===== config.mk =====
export PLATFORM = sky130hd
export DESIGN_NAME = y86_instruction_fetch_decode
export DESIGN_NICKNAME = d
export VERILOG_FILES = /design/src/y86fd_pkg.sv /design/src/y86fd_decode.sv /design/src/y86_instruction_fetch_decode.sv
export VERILOG_INCLUDE_DIRS = /design/src /design/src/src
export SDC_FILE = /design/constraint.sdc
export NUM_CORES = 1
export LEC_CHECK = 0
export BUFFER_PORTS_ARGS = -buffer_cell sky130_fd_sc_hd__buf_2
export CAP_MARGIN = 20
export CORE_MARGIN = 3
export CORE_UTILIZATION = 53
export DETAILED_ROUTE_END_ITERATION = 6
export MAX_ROUTING_LAYER = met4
export PLACE_DENSITY = 0.84
export SKIP_CTS_REPAIR_TIMING = 1
export SYNTH_ARGS = -nofsm -noshare
export SYNTH_HDL_FRONTEND = slang
export SYNTH_SLANG_ARGS = --single-unit

===== constraint.sdc =====
create_clock -name i_clk -period 9 [get_ports i_clk]
set_input_delay 1.35 -clock i_clk [delete_from_list [all_inputs] [get_ports i_clk]]
set_output_delay 1.35 -clock i_clk [all_outputs]
set_load 0.1 [all_outputs]

===== src/y86_instruction_fetch_decode_defines.svh =====
// assertion macros for the y86 fetch/decode block
// no dependencies; included by files that carry assertions
`ifndef Y86_INSTRUCTION_FETCH_DECODE_DEFINES_SVH
`define Y86_INSTRUCTION_FETCH_DECODE_DEFINES_SVH

`ifndef SYNTHESIS
// same-cycle implication, disabled while reset is asserted
`define Y86FD_ASSERT_IMP(label, clk, rst_n, ante, cons) \
    label: assert property (@(posedge clk) disable iff (!rst_n) (ante) |-> (cons)) \
        else $error("y86fd assertion failed");
// delayed implication, disabled while reset is asserted
`define Y86FD_ASSERT_IMP2(label, clk, rst_n, ante, cons) \
    label: assert property (@(posedge clk) disable iff (!rst_n) (ante) |-> ##2 (cons)) \
        else $error("y86fd assertion failed");
`else
`define Y86FD_ASSERT_IMP(label, clk, rst_n, ante, cons)
`define Y86FD_ASSERT_IMP2(label, clk, rst_n, ante, cons)
`endif

`endif


===== src/y86fd_pkg.sv =====
// types and constants for the y86 fetch/decode block
// no dependencies; imported by every module of the block
package y86fd_pkg;

    localparam logic [3:0] ICODE_HALT   = 4'd0;
    localparam logic [3:0] ICODE_NOP    = 4'd1;
    localparam logic [3:0] ICODE_CMOV   = 4'd2;
    localparam logic [3:0] ICODE_IRMOVQ = 4'd3;
    localparam logic [3:0] ICODE_RMMOVQ = 4'd4;
    localparam logic [3:0] ICODE_MRMOVQ = 4'd5;
    localparam logic [3:0] ICODE_OPQ    = 4'd6;
    localparam logic [3:0] ICODE_JXX    = 4'd7;
    localparam logic [3:0] ICODE_CALL   = 4'd8;
    localparam logic [3:0] ICODE_RET    = 4'd9;
    localparam logic [3:0] ICODE_PUSHQ  = 4'd10;
    localparam logic [3:0] ICODE_POPQ   = 4'd11;
    localparam logic [3:0] ICODE_IOTRAP = 4'd12;
    localparam logic [3:0] ICODE_BAD    = 4'd15;

    localparam logic [3:0] NO_REG       = 4'd15;
    localparam logic [3:0] FUN_NONE     = 4'd0;
    localparam logic [3:0] FUN_MAX_CMOV = 4'd6;
    localparam logic [3:0] FUN_MAX_JXX  = 4'd6;
    localparam logic [3:0] FUN_MAX_OPQ  = 4'd3;
    localparam logic [3:0] FUN_MAX_TRAP = 4'd5;

    localparam logic [3:0] LEN_SHORT    = 4'd1;
    localparam logic [3:0] LEN_REG      = 4'd2;
    localparam logic [3:0] LEN_DEST     = 4'd9;
    localparam logic [3:0] LEN_MOVE     = 4'd10;

    typedef struct packed {
        logic [63:0] pc;
        logic [7:0]  opcode_byte;
        logic [7:0]  register_byte;
        logic [63:0] tail_bytes;
    } t_fd_in;

    typedef struct packed {
        logic [3:0]  icode;
        logic [3:0]  ifun;
        logic [3:0]  reg_a;
        logic [3:0]  reg_b;
        logic [63:0] const_value;
        logic [63:0] next_pc;
        logic        bad_instruction;
    } t_fd_out;

endpackage


===== src/y86fd_decode.sv =====
// combinational decode of one y86-64 instruction word
// depends on y86fd_pkg
module y86fd_decode import y86fd_pkg::*; (
    input  t_fd_in  i_insn,
    output t_fd_out o_dec
);

    logic [3:0]  ic;
    logic [3:0]  fn;
    logic [3:0]  ra_n;
    logic [3:0]  rb_n;
    logic [3:0]  ra;
    logic [3:0]  rb;
    logic [3:0]  len;
    logic [63:0] cval;
    logic        bad;

    assign ic   = i_insn.opcode_byte[7:4];
    assign fn   = i_insn.opcode_byte[3:0];
    assign ra_n = i_insn.register_byte[7:4];
    assign rb_n = i_insn.register_byte[3:0];

    always_comb begin
        ra   = NO_REG;
        rb   = NO_REG;
        cval = 64'd0;
        len  = LEN_SHORT;
        bad  = 1'b0;
        unique case (ic) inside
            ICODE_HALT, ICODE_NOP, ICODE_RET: begin
                bad = (fn != FUN_NONE);
            end
            ICODE_CMOV: begin
                ra  = ra_n;
                rb  = rb_n;
                len = LEN_REG;
                bad = (fn > FUN_MAX_CMOV);
            end
            ICODE_OPQ: begin
                ra  = ra_n;
                rb  = rb_n;
                len = LEN_REG;
                bad = (fn > FUN_MAX_OPQ);
            end
            ICODE_PUSHQ, ICODE_POPQ: begin
                ra  = ra_n;
                rb  = rb_n;
                len = LEN_REG;
                bad = (fn != FUN_NONE) || (rb_n != NO_REG);
            end
            ICODE_IRMOVQ: begin
                ra   = ra_n;
                rb   = rb_n;
                len  = LEN_MOVE;
                cval = i_insn.tail_bytes;
                bad  = (fn != FUN_NONE) || (ra_n != NO_REG);
            end
            ICODE_RMMOVQ, ICODE_MRMOVQ: begin
                ra   = ra_n;
                rb   = rb_n;
                len  = LEN_MOVE;
                cval = i_insn.tail_bytes;
                bad  = (fn != FUN_NONE);
            end
            ICODE_JXX: begin
                len  = LEN_DEST;
                cval = {i_insn.tail_bytes[55:0], i_insn.register_byte};
                bad  = (fn > FUN_MAX_JXX);
            end
            ICODE_CALL: begin
                len  = LEN_DEST;
                cval = {i_insn.tail_bytes[55:0], i_insn.register_byte};
                bad  = (fn != FUN_NONE);
            end
            ICODE_IOTRAP: begin
                bad = (fn > FUN_MAX_TRAP);
            end
            default: begin
                bad = 1'b1;
            end
        endcase
    end

    assign o_dec.icode           = bad ? ICODE_BAD : ic;
    assign o_dec.ifun            = fn;
    assign o_dec.reg_a           = ra;
    assign o_dec.reg_b           = rb;
    assign o_dec.const_value     = cval;
    assign o_dec.next_pc         = i_insn.pc + {60'd0, len};
    assign o_dec.bad_instruction = bad;

endmodule


===== src/y86_instruction_fetch_decode.sv =====
// top level of the y86-64 fetch/decode block: input register, decode, result register
// depends on y86fd_pkg, y86fd_decode and y86_instruction_fetch_decode_defines.svh
//
//  channel   handshake             payload
//  input     start / busy          i_insn   (t_fd_in)
//  result    o_strobe (no stall)   o_result (t_fd_out)
//
// an accepted word is marked in r_in_vld, then r_strobe raises its result strobe
// a new word can be taken every cycle while busy is low; busy is high only around reset
// reset is synchronous, active low, and clears the valid pipeline
// the receiver cannot stall, so nothing ever backs up
`include "y86_instruction_fetch_decode_defines.svh"

module y86_instruction_fetch_decode import y86fd_pkg::*; (
    input  logic    i_clk,
    input  logic    i_rst_n,
    input  logic    start,
    output logic    busy,
    input  t_fd_in  i_insn,
    output logic    o_strobe,
    output t_fd_out o_result
);

    logic    r_busy;
    logic    r_in_vld;
    t_fd_in  r_insn;
    logic    r_strobe;
    t_fd_out r_result;
    t_fd_out n_result;
    logic    accept;

    assign accept = start && !r_busy;

    always_ff @(posedge i_clk) begin
        if (!i_rst_n) begin
            r_busy   <= 1'b1;
            r_in_vld <= 1'b0;
            r_strobe <= 1'b0;
        end else begin
            r_busy   <= 1'b0;
            r_in_vld <= accept;
            r_strobe <= r_in_vld;
        end
    end

    always_ff @(posedge i_clk) begin
        if (accept) begin
            r_insn <= i_insn;
        end
        if (r_in_vld) begin
            r_result <= n_result;
        end
    end

    y86fd_decode u_decode (
        .i_insn (r_insn),
        .o_dec  (n_result)
    );

    assign busy     = r_busy;
    assign o_strobe = r_strobe;
    assign o_result = r_result;

    `Y86FD_ASSERT_IMP2(a_accept_strobe, i_clk, i_rst_n, accept, o_strobe)
    `Y86FD_ASSERT_IMP(a_strobe_src, i_clk, i_rst_n, o_strobe, $past(r_in_vld))
    `Y86FD_ASSERT_IMP(a_bad_code, i_clk, i_rst_n, o_strobe, (o_result.bad_instruction == (o_result.icode == ICODE_BAD)))
    `Y86FD_ASSERT_IMP2(a_ifun_kept, i_clk, i_rst_n, accept, (o_result.ifun == $past(i_insn.opcode_byte[3:0], 2)))

endmodule

* Yosys cells after proc, flatten, opt, wreduce, memory -nomap -nowiden
Cells that the tools add are included.
Word-level totals: bits in registers 292, logic and storage cells 49
Operators by class: add/sub/neg operators 1, order comparisons 3, eq/ne operators 14, mux-type cells 4, reductions and logical operators 13
Operators by type and width (count):
- one-hot mux 64 bit (2 select lines) | 1
- adder 64 x 4 -> 64 bit | 1
- == test 4 bit (second input constant) | 5
- == test 4 x 3 -> 1 bit (second input constant) | 4
- one-hot mux 4 bit (3 select lines) | 1
- == test 4 x 2 -> 1 bit (second input constant) | 2
- greater-than comparator 4 x 3 -> 1 bit (second input constant) | 2
- inequality test 4 bit (second input constant) | 2
- OR reduction 7 bit | 1
- one-hot mux 1 bit (6 select lines) | 1
- OR reduction 2 bit | 3
- OR reduction 6 bit | 1
- == test 4 x 1 -> 1 bit (second input constant) | 1
- greater-than comparator 4 x 2 -> 1 bit (second input constant) | 1
- logical NOT 4 bit | 1
- nonzero test 4 bit | 1
- OR reduction 4 bit | 1
- OR reduction 3 bit | 1
- logical OR 1 bit | 2
- logical AND 1 bit | 1
- logical NOT 1 bit | 1
- 2-to-1 mux 1 bit | 1

* Longest topological paths before layout
Gate-level depths: netlist (run 1).
word-level depth 4, depth in mapped cells 13, gate-level depth less buffers 10

* Hierarchy
A second synthesis (run 1) with hierarchy kept.
Second synthesis, totals: cells, all modules 631, area total of the unflattened synthesis 11113.2 µm²
Modules (own cells, without submodules):
- y86_instruction_fetch_decode | times used 1, cells an instance 296, area each 8763.4 µm²
- y86fd_decode | times used 1, cells an instance 335, area each 2349.8 µm²

* Least setup slack after synthesis (run 1)
Ideal clock, no wire load.
kind input to register, from input port start, to register r_insn[0] (netlist bit), enable pin, arrival 7.601 ns, data required time 8.336 ns, slack 0.735 ns, stages on the path 1, path buffers 0, cells stage by stage nor2b_1
Between the ends: word-level cells in the longest chain between the ends 1
RTL lines:
- start: declaration | line y86_instruction_fetch_decode.sv:17 | input logic start,
- logical AND 1 bit | line y86_instruction_fetch_decode.sv:32 | assign accept = start && !r_busy;
- end signal: assignment | line y86_instruction_fetch_decode.sv:48 | r_insn <= i_insn;
- end: declaration | line y86_instruction_fetch_decode.sv:26 | t_fd_in r_insn;
No other way between the ends. A chain may end at the register's enable or synchronous reset.

==> results of run 1 <==
-- cell families (layout without fill, tap and decap cells) --
group,after synthesis,count (layout),share of synthesized area
DFF,292,292,0.7774
and+or+nand+nor,155,155,0.08971
AOI/OAI and AO/OA,83,83,0.06167
xor gates and xnor gates,62,62,0.04831
buffers and inverters,40,368,0.01581
adders and majority gates,4,4,0.005121
muxes,2,2,0.002003
other,0,3,0
-- synthesized netlist by cell type, types with 5 or more instances --
cell	n	area (sq um)
sky130_fd_sc_hd__clkbuf_1	9	33.78
sky130_fd_sc_hd__nand4_1	7	43.79
sky130_fd_sc_hd__edfxtp_1	289	8678
sky130_fd_sc_hd__or2_2	10	62.56
sky130_fd_sc_hd__a22o_1	64	560.5
sky130_fd_sc_hd__a21o_1	5	37.54
sky130_fd_sc_hd__buf_2	10	50.05
sky130_fd_sc_hd__nand3_1	20	100.1
sky130_fd_sc_hd__nor3_1	7	35.03
sky130_fd_sc_hd__nor4_2	9	112.6
sky130_fd_sc_hd__inv_1	17	63.81
sky130_fd_sc_hd__nand2_1	31	116.4
sky130_fd_sc_hd__xor2_1	33	289.0
sky130_fd_sc_hd__nor2_1	26	97.59
sky130_fd_sc_hd__nor3_2	13	130.1
sky130_fd_sc_hd__xnor2_1	29	254.0
-- critical path, cell delays in order, from the launching register on --
cell                       delay [ns]
sky130_fd_sc_hd__edfxtp_1        0.50
sky130_fd_sc_hd__nor2b_1         0.22
sky130_fd_sc_hd__a21oi_1         0.62
sky130_fd_sc_hd__inv_1           0.18
sky130_fd_sc_hd__fa_1            0.47
sky130_fd_sc_hd__a31oi_1         0.56
sky130_fd_sc_hd__nor3_4          0.14
sky130_fd_sc_hd__nand2_1         0.54
sky130_fd_sc_hd__nor4_1          0.12
sky130_fd_sc_hd__xor2_1          0.18
-- metrics by stage --
step / cell area, sq um / total power [mW] / worst slack, ns
after global routing: 13900 / 3.072 / 4.936
after detailed placement: 12990 / 1.848 / 5.237
final: 13900 / 2.970 / 5.179
after global placement: 12990 / 1.841 / 5.375
after floorplan: 11240 / 1.783 / 0.7347
after CTS: 13900 / 2.993 / 5.176
-- how the worst max path moves through the flow --
stage | slack, ns | to | cells after the start | from
final | 5.18 | o_result[35] | 9 | r_insn[77]
after global routing | 4.94 | o_result[35] | 9 | r_insn[77]
after CTS | 5.18 | o_result[35] | 9 | r_insn[77]
after detailed placement | 5.24 | o_result[35] | 9 | r_insn[77]
after global placement | 5.37 | o_result[35] | 9 | r_insn[77]
after floorplan | 0.73 | r_insn[0] | 1 | start
-- layer usage --
metal,part of all wire,global-route usage,vias up,wire length (um)
li1,-,-,3083,-
met5,0,-,-,0
met3,0.079,0.04134,62,1995
met4,0.037,0.07367,0,932
met1,0.36,0.2702,3217,9100
met2,0.52,0.3674,331,13080
-- flip-flops by register name, summed over array words and instances, names as in the netlist --
name / flops
busy: 1
o_strobe: 1
o_result: 145
r_in_vld: 1
r_insn: 144
-- power by group --
group / switching (mW) / total (mW) / internal (mW)
Combinational: 0.179 / 0.238 / 0.0588
Clock: 0.477 / 1.15 / 0.673
Sequential: 0.0314 / 1.58 / 1.55
Total: 0.687 / 2.97 / 2.28
-- final cells by class --
class	instances	area, sq um
Antenna cell	3	7.507
Tap cell	270	337.8
Inverter	17	63.81
Multi-Input combinational cell	306	2341
Timing Repair Buffer	298	1504
Sequential cell	292	8742
Clock buffer	34	744.5
Fill cell	1391	6656
Clock inverter	19	162.7
==> impl.org, run 1 <==
** Synthesis
- In this run, synthesis produced a sequential element count of 292.
- Portion of the post-synthesis area used by sequential elements :: 0.7774
- Post-Synthesis Cells :: 638
- The number of different library cells used by synthesis comes to 48.
- The average instance in the mapped netlist occupies 17.62 sq um.
- Cell Area, Synth :: 11240 sq um
- Count of flip-flops with a built-in enable after synthesis :: 289
- Number of nets produced by synthesis :: 789
- Commonest register cell after synthesis :: sky130_fd_sc_hd__edfxtp_1
- In the synthesized netlist the async set-or-reset flop fraction comes to 0.
- For this run, the number of Yosys warnings is 0.

** Layout
- For this run, the number of standard cells in the final layout without fillers is 1239.
- Share of cells above drive strength 1 :: 0.4027
- Area added between synthesis and finish :: 23.69%
- Most frequent cells in the layout :: sky130_fd_sc_hd__buf_2, sky130_fd_sc_hd__edfxtp_1, sky130_fd_sc_hd__a22o_1, sky130_fd_sc_hd__xor2_1, sky130_fd_sc_hd__nand2_1
- Post-route core utilization :: 0.6762
- Post-layout nets :: 1095
- Most common cell after layout, fill and taps aside :: sky130_fd_sc_hd__buf_2

** Worst setup path
- Setup slack on the worst flop-to-flop path :: 5.18 ns
- Data on the critical path is required at its endpoint by 9.25 ns.
- For the worst setup path, the data arrival time is 4.07 ns.
- Worst setup path class :: register to register
- Critical R2R Capture :: o_result[35]
- R2R Path Start :: r_insn[77]
- STA classifies the critical path startpoint as a register.
- Critical path peak fanout :: 11
- The worst setup path is captured at a register.
- Depth of the worst register-to-register path :: 9

** STA
- For the finished layout, the period the worst path requires is 3.821 ns.
- For the pin with the worst max-slew slack, the measured transition is 0.9911 ns.
- Of the available clock period, the critical path in the final layout requires 0.4245.
- On the final layout, the worst hold slack is 0.5332 ns.
- For the final routed database, the setup TNS stands at 0 ns.
- Final setup vio count :: 0
- The number of endpoints with negative hold slack in the final report is 0.
- The count of final max-slew check failures was 0.
- Static timing analysis puts the maximum clock frequency at 0.2617 GHz.
- On the final layout, the worst clock skew is 0.02582 ns.
- Setup repair after global routing left no endpoint under its margin.
- Headroom to the max-slew limit :: 0.3393

** Clock tree
- CTS built an H-tree with a depth of 1.
- Num CTS Buffers :: 29
- Source-to-sink clock delay at the later pin of the worst-skew pair :: 0.54 ns
- CTS max path bufs :: 3
- Root buf cell :: sky130_fd_sc_hd__clkbuf_16
- After clock tree synthesis, the clock-pin slew on the worst setup and hold paths is 0.07 ns.
- TritonCTS clock tree :: built
- The clock net in this run drives a total of 292 sinks.

** Floorplanning
- Die W :: 151.6 um
- Vertical die dimension :: 151.6 um
- 294 I/O pins were placed.
- Full die area :: 22990 sq um
- For this configuration, the core starts out at a cell density of 0.5467.
- After floorplanning, the core was divided into 52 placement rows.
- The core region is 20560 sq um.

** Global route
- Remaining global-route overflow :: 0
- The number of global-route vias before repair was 6566.
- Global-route wire length before repair :: 37110 um
- In the global route stage, overall resource usage came out at 0.2187.
- The initial antenna violation count was 3.
- Entering global routing, the biggest net connects 77 pins.

** Detailed routing
- The detail route stage leaves a number of antenna-violating nets equal to 0.
- The first TritonRoute pass finished after 7 iterations.
- Via count :: 6693
- For this block, the routed nets add up to 25110 um of wire.
- Starting DRC count in detailed routing :: 471
- In the routed design, unresolved DRC markers number 0.
- After detailed routing, the average wire length per cell comes to 20.26 um.
- Mean number of vias per cell :: 5.402

** Pwr
- Summed over all cells, the static leakage comes to 5.329 nW.
- VDD sags by at most 171.1 uV.
- For this design the ratio of total power to cell area is 213.6 nW/um^2.

** Job
- Across the run, the number of max-cap violations was 0.

** Placed design
- At the end of routability-driven placement, the weighted congestion stood at 0.8769.
- Detailed placement finished with a half-perimeter wire length of 17460 um.
- During placement, the flow inserted port buffers numbering 293.
- DP Cell Count :: 1183

** Status
- Outcome :: finished clean

** Hold path
- In this run the worst hold path is classified as register to register.
- Worst min-delay path startpoint :: r_insn[72]
- WHS Path Cells :: 0
- The path with the worst hold slack has its endpoint at o_result[137].
Note: power is estimated with default switching activity, not from simulation.
==> inputs of run 2 (changes only) <==
CORE_UTILIZATION = 48   (was 53)
PLACE_DENSITY = 0.81   (was 0.84)
clock period = 3.3 ns   (was 9 ns; I/O delays follow)
==> impl.org, run 2 (synthesis gave the netlist of run 1 again) <==
** Worst setup path
- Critical path peak fanout :: 12
- The worst register-to-register path has a depth of 10.
- R2R Path Start :: r_insn[79]
- Required time of the worst setup path :: 3.58 ns
- Worst setup path class :: register to register
- The critical path starts at r_insn[79].
- Setup slack on the worst flop-to-flop path :: 0.22 ns
- Type of element capturing the critical path :: register
- Critical R2R Capture :: o_result[55]
- Worst setup path end :: o_result[55]
- WP data arrival :: 3.36 ns
- Startpoint class of the critical path :: register

** Layout
- Flip-flop count of the largest register, all copies and words added :: 145
- Most frequent cells in the layout :: sky130_fd_sc_hd__buf_2, sky130_fd_sc_hd__edfxtp_1, sky130_fd_sc_hd__a22o_1, sky130_fd_sc_hd__xor2_1, sky130_fd_sc_hd__nand2_1
- In the final design database the tool counted 1102 nets.
- Area of all sequential standard cells :: 8743 sq um
- Leaving out fill and tap cells, the most frequent cell in the layout is sky130_fd_sc_hd__buf_2.
- The layout has 1722 filler cells.
- Area of combinational cells with multiple inputs :: 2341 sq um
- Share of cells above drive strength 1 :: 0.4142
- Area added between synthesis and finish :: 25.08%
- For this run, the share of the core covered by cells in the final layout is 0.6154.
- Once layout is done, the placed cells without fillers occupy 14060 sq um.
- Number of standard cells in the layout, taps in and fillers out :: 1290

** Detailed routing
- Dividing the detail-routed via count by the number of cells gives 5.219.
- The routed design uses 1698 um of met3 wire.
- Met1 Wirelength :: 9896 um
- In this run, the number of DRC markers left after iteration 0 of detailed routing was 444.
- DRT Pass-1 Iters :: 6
- Detailed routing placed a total of 12140 um of wire on met2.
- Across all layers, the routed design uses 6733 vias.
- The detailed router used layers up to and including met4.
- Wires add up to 24660 um.
- Drc violations :: 0
- Once detail routing completed, the nets flagged for antenna violations numbered 0.
- Mean routed wirelength per cell :: 19.12 um

** STA
- Final worst path period need :: 3.084 ns
- Slew Limit Fails :: 0
- At the pin with the least slew margin, the transition time is 0.7814 ns.
- Unrepaired setup endpoints after global routing :: false
- Final setup vio count :: 0
- Derived from the worst setup path, the maximum achievable clock frequency is 0.3242 GHz.
- Worst slack on hold paths :: 0.1104 ns
- Once routing completed, OpenROAD measured the worst setup slack at 0.2156 ns.
- On the final layout, the worst clock skew is 0.01729 ns.
- Share of the clock period used by the worst path after layout :: 0.9347
- Summed over all failing endpoints, the final setup total negative slack is 0 ns.
- Final Hold Violating Endpoints :: 0
- Headroom to the max-slew limit :: 0.4790

** Placed design
- In this run, placement finished with an instance count of 1232.
- During placement, the flow inserted port buffers numbering 293.
- Setup slack after placement :: 0.2055 ns
- At the end of routability-driven placement, the weighted congestion stood at 0.8453.
- Detailed Place HPWL :: 17480 um
- Placement-stage cell area :: 13110 sq um

** Pwr
- Total power divided by cell area :: 579.6 nW/um^2
- IR analysis of the VDD net gives a maximum drop of 624.3 uV.
- LEAKAGE :: 5.387 nW
- Design Power :: 8.150 mW

** Global route
- The first global-routing pass estimated 37860 um of wire.
- Number of global-route vias before repair :: 6813
- In the global route stage, overall resource usage came out at 0.1955.
- Entering global routing, the biggest net connects 86 pins.
- Antenna violations before repair :: 4
- For this run the aggregate overflow at the end of global routing stands at 0.

** Floorplanning
- Count of standard-cell rows :: 55
- 294 I/O pins were placed.
- Area of the placeable core :: 22850 sq um
- Full die area :: 25290 sq um
- Initial Utilization :: 0.4920
- The die is 159.0 um wide.
- From bottom edge to top edge, the die measures 159.0 um.

** Status
- Outcome :: finished clean

** Clock tree
- Source-to-sink clock delay at the later pin of the worst-skew pair :: 0.55 ns
- Num CTS Buffers :: 30
- CTS built an H-tree with a depth of 1.
- For this design, the sink count on the clock tree is 292.
- In this run the clock root is driven by a sky130_fd_sc_hd__clkbuf_16.
- TritonCTS built the clock tree.
- No sink is reached through more buffers than the 3 on the longest clock path.
- After clock tree synthesis, the clock-pin slew on the worst setup and hold paths is 0.06 ns.

** Hold path
- Min-Delay Path Class :: primary input to register

** Job
- The tool flagged a number of max-cap violations equal to 0.
==> run 2: worst min-delay path by stage <==
| stage | slack, ns | cells after the start | end | start |
|---|---|---|---|---|
| after floorplan | 0.45 | 0 | o_result[137] | r_insn[72] |
| after global placement | 0.47 | 0 | o_result[137] | r_insn[72] |
| after detailed placement | 0.48 | 0 | o_result[137] | r_insn[72] |
| after CTS | 0.08 | 2 | busy | i_rst_n |
| after global routing | 0.09 | 1 | r_insn[49] | i_insn[49] |
| final | 0.11 | 2 | busy | i_rst_n |
==> run 2: layout make-up <==
type	count	share of cell area
flip-flops and latches	292	0.6219
multi-input cells	306	0.1665
repair buffers	304	0.1120
clock buffers	32	0.05393
well taps	313	0.02785
clock inverters	22	0.01264
inverters	17	0.004539
diodes	4	0.0007119
==> run 2: worst max-delay path, cell delays in order, from the launching register on <==
cell,delay [ns]
sky130_fd_sc_hd__edfxtp_1,0.55
sky130_fd_sc_hd__nor4b_1,0.22
sky130_fd_sc_hd__a21o_2,0.20
sky130_fd_sc_hd__or2_2,0.31
sky130_fd_sc_hd__ha_1,0.36
sky130_fd_sc_hd__a31oi_1,0.16
sky130_fd_sc_hd__nor3_4,0.16
sky130_fd_sc_hd__buf_4,0.19
sky130_fd_sc_hd__nand4_2,0.24
sky130_fd_sc_hd__nor4_2,0.34
sky130_fd_sc_hd__xor2_1,0.10
==> run 2: metal layers <==
layer  track usage  up-vias
li1              -     3102
met1        0.2444     3275
met2        0.3173      293
met3       0.03928       63
met4       0.07640        0
met5             -        -
==> run 2: power breakdown <==
| part | internal [mW] | leakage, nW | switching [mW] | total, mW |
|---|---|---|---|---|
| Combinational | 0.167 | 2.15 | 0.491 | 0.658 |
| Sequential | 4.23 | 2.77 | 0.0798 | 4.31 |
| Clock | 1.82 | 0.468 | 1.36 | 3.18 |
| Total | 6.22 | 5.39 | 1.93 | 8.15 |
==> inputs of run 3 (changes only) <==
CORE_MARGIN = 10   (was 3)
==> impl.org, run 3 (synthesis gave the netlist of run 1 again) <==
** STA
- Final worst path period need :: 3.058 ns
- The clock arrives with 0.007298 ns of skew.
- Setup violations remaining at the end of the flow were counted as 0.
- The count of final max-slew check failures was 0.
- On the final layout, the worst hold slack is 0.1173 ns.
- Headroom to the max-slew limit :: 0.5333
- The number of endpoints with negative hold slack in the final report came to 0.
- Setup repair after global routing left no endpoint under its margin.
- Upper clock frequency limit :: 0.3270 GHz
- In the final timing run, aggregate negative setup slack is 0 ns.
- For the pin with the worst max-slew slack, the measured transition is 0.7000 ns.
- Share of the clock period used by the worst path after layout :: 0.9266

** Detailed routing
- The final route contains 6694 vias.
- Using the TritonRoute via totals, the vias-per-cell ratio works out to 5.161.
- Starting DRC count in detailed routing :: 505
- In the routed design, unresolved DRC markers number 0.
- In the final routed layout, each cell accounts on average for 20.88 um.
- Antenna-violating nets left :: 0
- For this run, the detailed router's first-pass iteration total came to 5.
- Total wire length :: 27080 um

** Clock tree
- Clock latency on the worst-skew pair, taken at its later pin, is 0.54 ns.
- In this run the deepest clock path goes through 3 buffers.
- Root buf cell :: sky130_fd_sc_hd__clkbuf_16
- TritonCTS built the clock tree.
- CTS built an H-tree with a depth of 1.
- Clock-pin slew was measured on the worst setup and hold paths at 0.06 ns.
- CTS sink cnt :: 292
- Num CTS Buffers :: 30

** Worst setup path
- At the worst endpoint, the required time is 3.58 ns.
- On the critical path, the stage with the largest delay is an instance of sky130_fd_sc_hd__edfxtp_1.
- Data arrives at the worst endpoint at 3.33 ns.
- The largest single stage delay on the critical path is 0.54 ns.
- Worst setup path class :: register to register
- Startpoint class of the critical path :: register
- Critical path peak fanout :: 12
- Worst path cell trace :: nor4b_1 -> a21o_2 -> or2_2 -> ha_1 -> a31oi_1 -> buf_4 -> nor3_4 -> nand4_2 -> nor4_2 -> xor2_1
- The worst setup path is captured at a register.

** Layout
- Fillers :: 1721
- Area of combinational cells with multiple inputs :: 2341 sq um
- Flip-flop count of the largest register, all copies and words added :: 145
- The net count of the finished layout is 1105.
- In the final layout, flip-flops and latches occupy 8743 sq um.
- Most common cell after layout, fill and taps aside :: sky130_fd_sc_hd__buf_2
- Share of cells above drive strength 1 :: 0.4109
- At the end of the flow the core is filled with cells to 0.6152.
- Compared with the post-synthesis result, the final layout area differs by 25.04%.
- Most frequent cells in the layout :: sky130_fd_sc_hd__buf_2, sky130_fd_sc_hd__edfxtp_1, sky130_fd_sc_hd__a22o_1, sky130_fd_sc_hd__xor2_1

** Global route
- The first global-routing pass estimated 40300 um of wire.
- Global-route usage over all layers :: 0.1767
- Antenna violations before repair :: 8
- Number of global-route vias before repair :: 7001
- For this run the aggregate overflow at the end of global routing stands at 0.
- Entering global routing, the biggest net connects 74 pins.

** Job
- The tool flagged a number of max-cap violations equal to 0.

** Floorplanning
- Count of standard-cell rows :: 55
- The initial utilization of the core area, before any placement, comes to 0.4920.
- Vertical die dimension :: 173.0 um
- 294 I/O pins were placed.
- Full die area :: 29940 sq um
- The die is 173.0 um wide.
- Area of the placeable core :: 22850 sq um

** Pwr
- Worst VDD drop :: 450.0 uV
- For this design the ratio of total power to cell area is 569.5 nW/um^2.
- Design Power :: 8.005 mW
- LEAKAGE :: 5.370 nW

** Placed design
- In this run the tool buffered the top-level ports with 293 buffer cells.
- Routability-driven placement finished with a final weighted congestion of 0.8481.
- Detailed Place HPWL :: 20000 um

** Status
- Outcome :: finished clean

** Hold path
- Min-Delay Path Class :: primary input to register
[run 3: cell types whose count changed in the layout (fill, tap and decap cells not counted), moves of 2 or more]
cell / previous run / this run
sky130_fd_sc_hd__clkbuf_1: 2 / 6
sky130_fd_sc_hd__bufinv_16: 2 / 0
sky130_fd_sc_hd__diode_2: 4 / 8
sky130_fd_sc_hd__clkinv_2: 11 / 7
sky130_fd_sc_hd__clkinvlp_4: 1 / 3
sky130_fd_sc_hd__buf_4: 9 / 11
[run 3: final timing paths]
check             slack, ns             to        from  cells after the start
setup / recovery       0.24   o_result[55]  r_insn[79]                     10
hold / removal         0.12           busy     i_rst_n                      2
setup reg to reg       0.24   o_result[55]  r_insn[79]                     10
hold reg to reg        0.51  o_result[137]  r_insn[72]                      0
[run 3: cell type report]
class	count	area share
Multi-Input combinational cell	306	0.1665
Clock inverter	17	0.006320
Tap cell	313	0.02786
Timing Repair Buffer	307	0.1145
Sequential cell	292	0.6220
Inverter	17	0.004540
Clock buffer	37	0.05679
Antenna cell	8	0.001424
[run 3: stage by stage]
step                instance area (sq um)  cells  setup WS (ns)
floorplan                           11250    638         0.1691
global placement                    13150   1235         0.3551
detailed placement                  13150   1235         0.2471
CTS                                 14040   1289         0.2326
global route                        14060   1297        0.09638
finish                              14060   1297         0.2422
[run 3: worst max-delay path: cells and delay by family, from the launching register on]
kind / cells / cell delay (ns)
AO/OA/AOI/OAI: 2 / 0.30
XOR/XNOR: 1 / 0.11
adder cells (fa/ha/maj): 1 / 0.35
buffers and inverters: 1 / 0.17
flip-flops: 1 / 0.54
AND/OR/NAND/NOR: 5 / 1.31
[run 3: layer usage]
layer	global-route usage	vias to the layer above	part of all wire	routed length, um
met3	0.03420	60	0.060	1625
met1	0.2095	3251	0.40	10740
met4	0.08624	0	0.036	975
met5	-	-	0	0
li1	-	3109	-	-
met2	0.2858	274	0.51	13740
[run 3: where the power goes]
group	switching [mW]	internal, mW
combinational	0.495	0.168
sequential	0.0821	4.23
clock	1.32	1.71
total	1.90	6.10
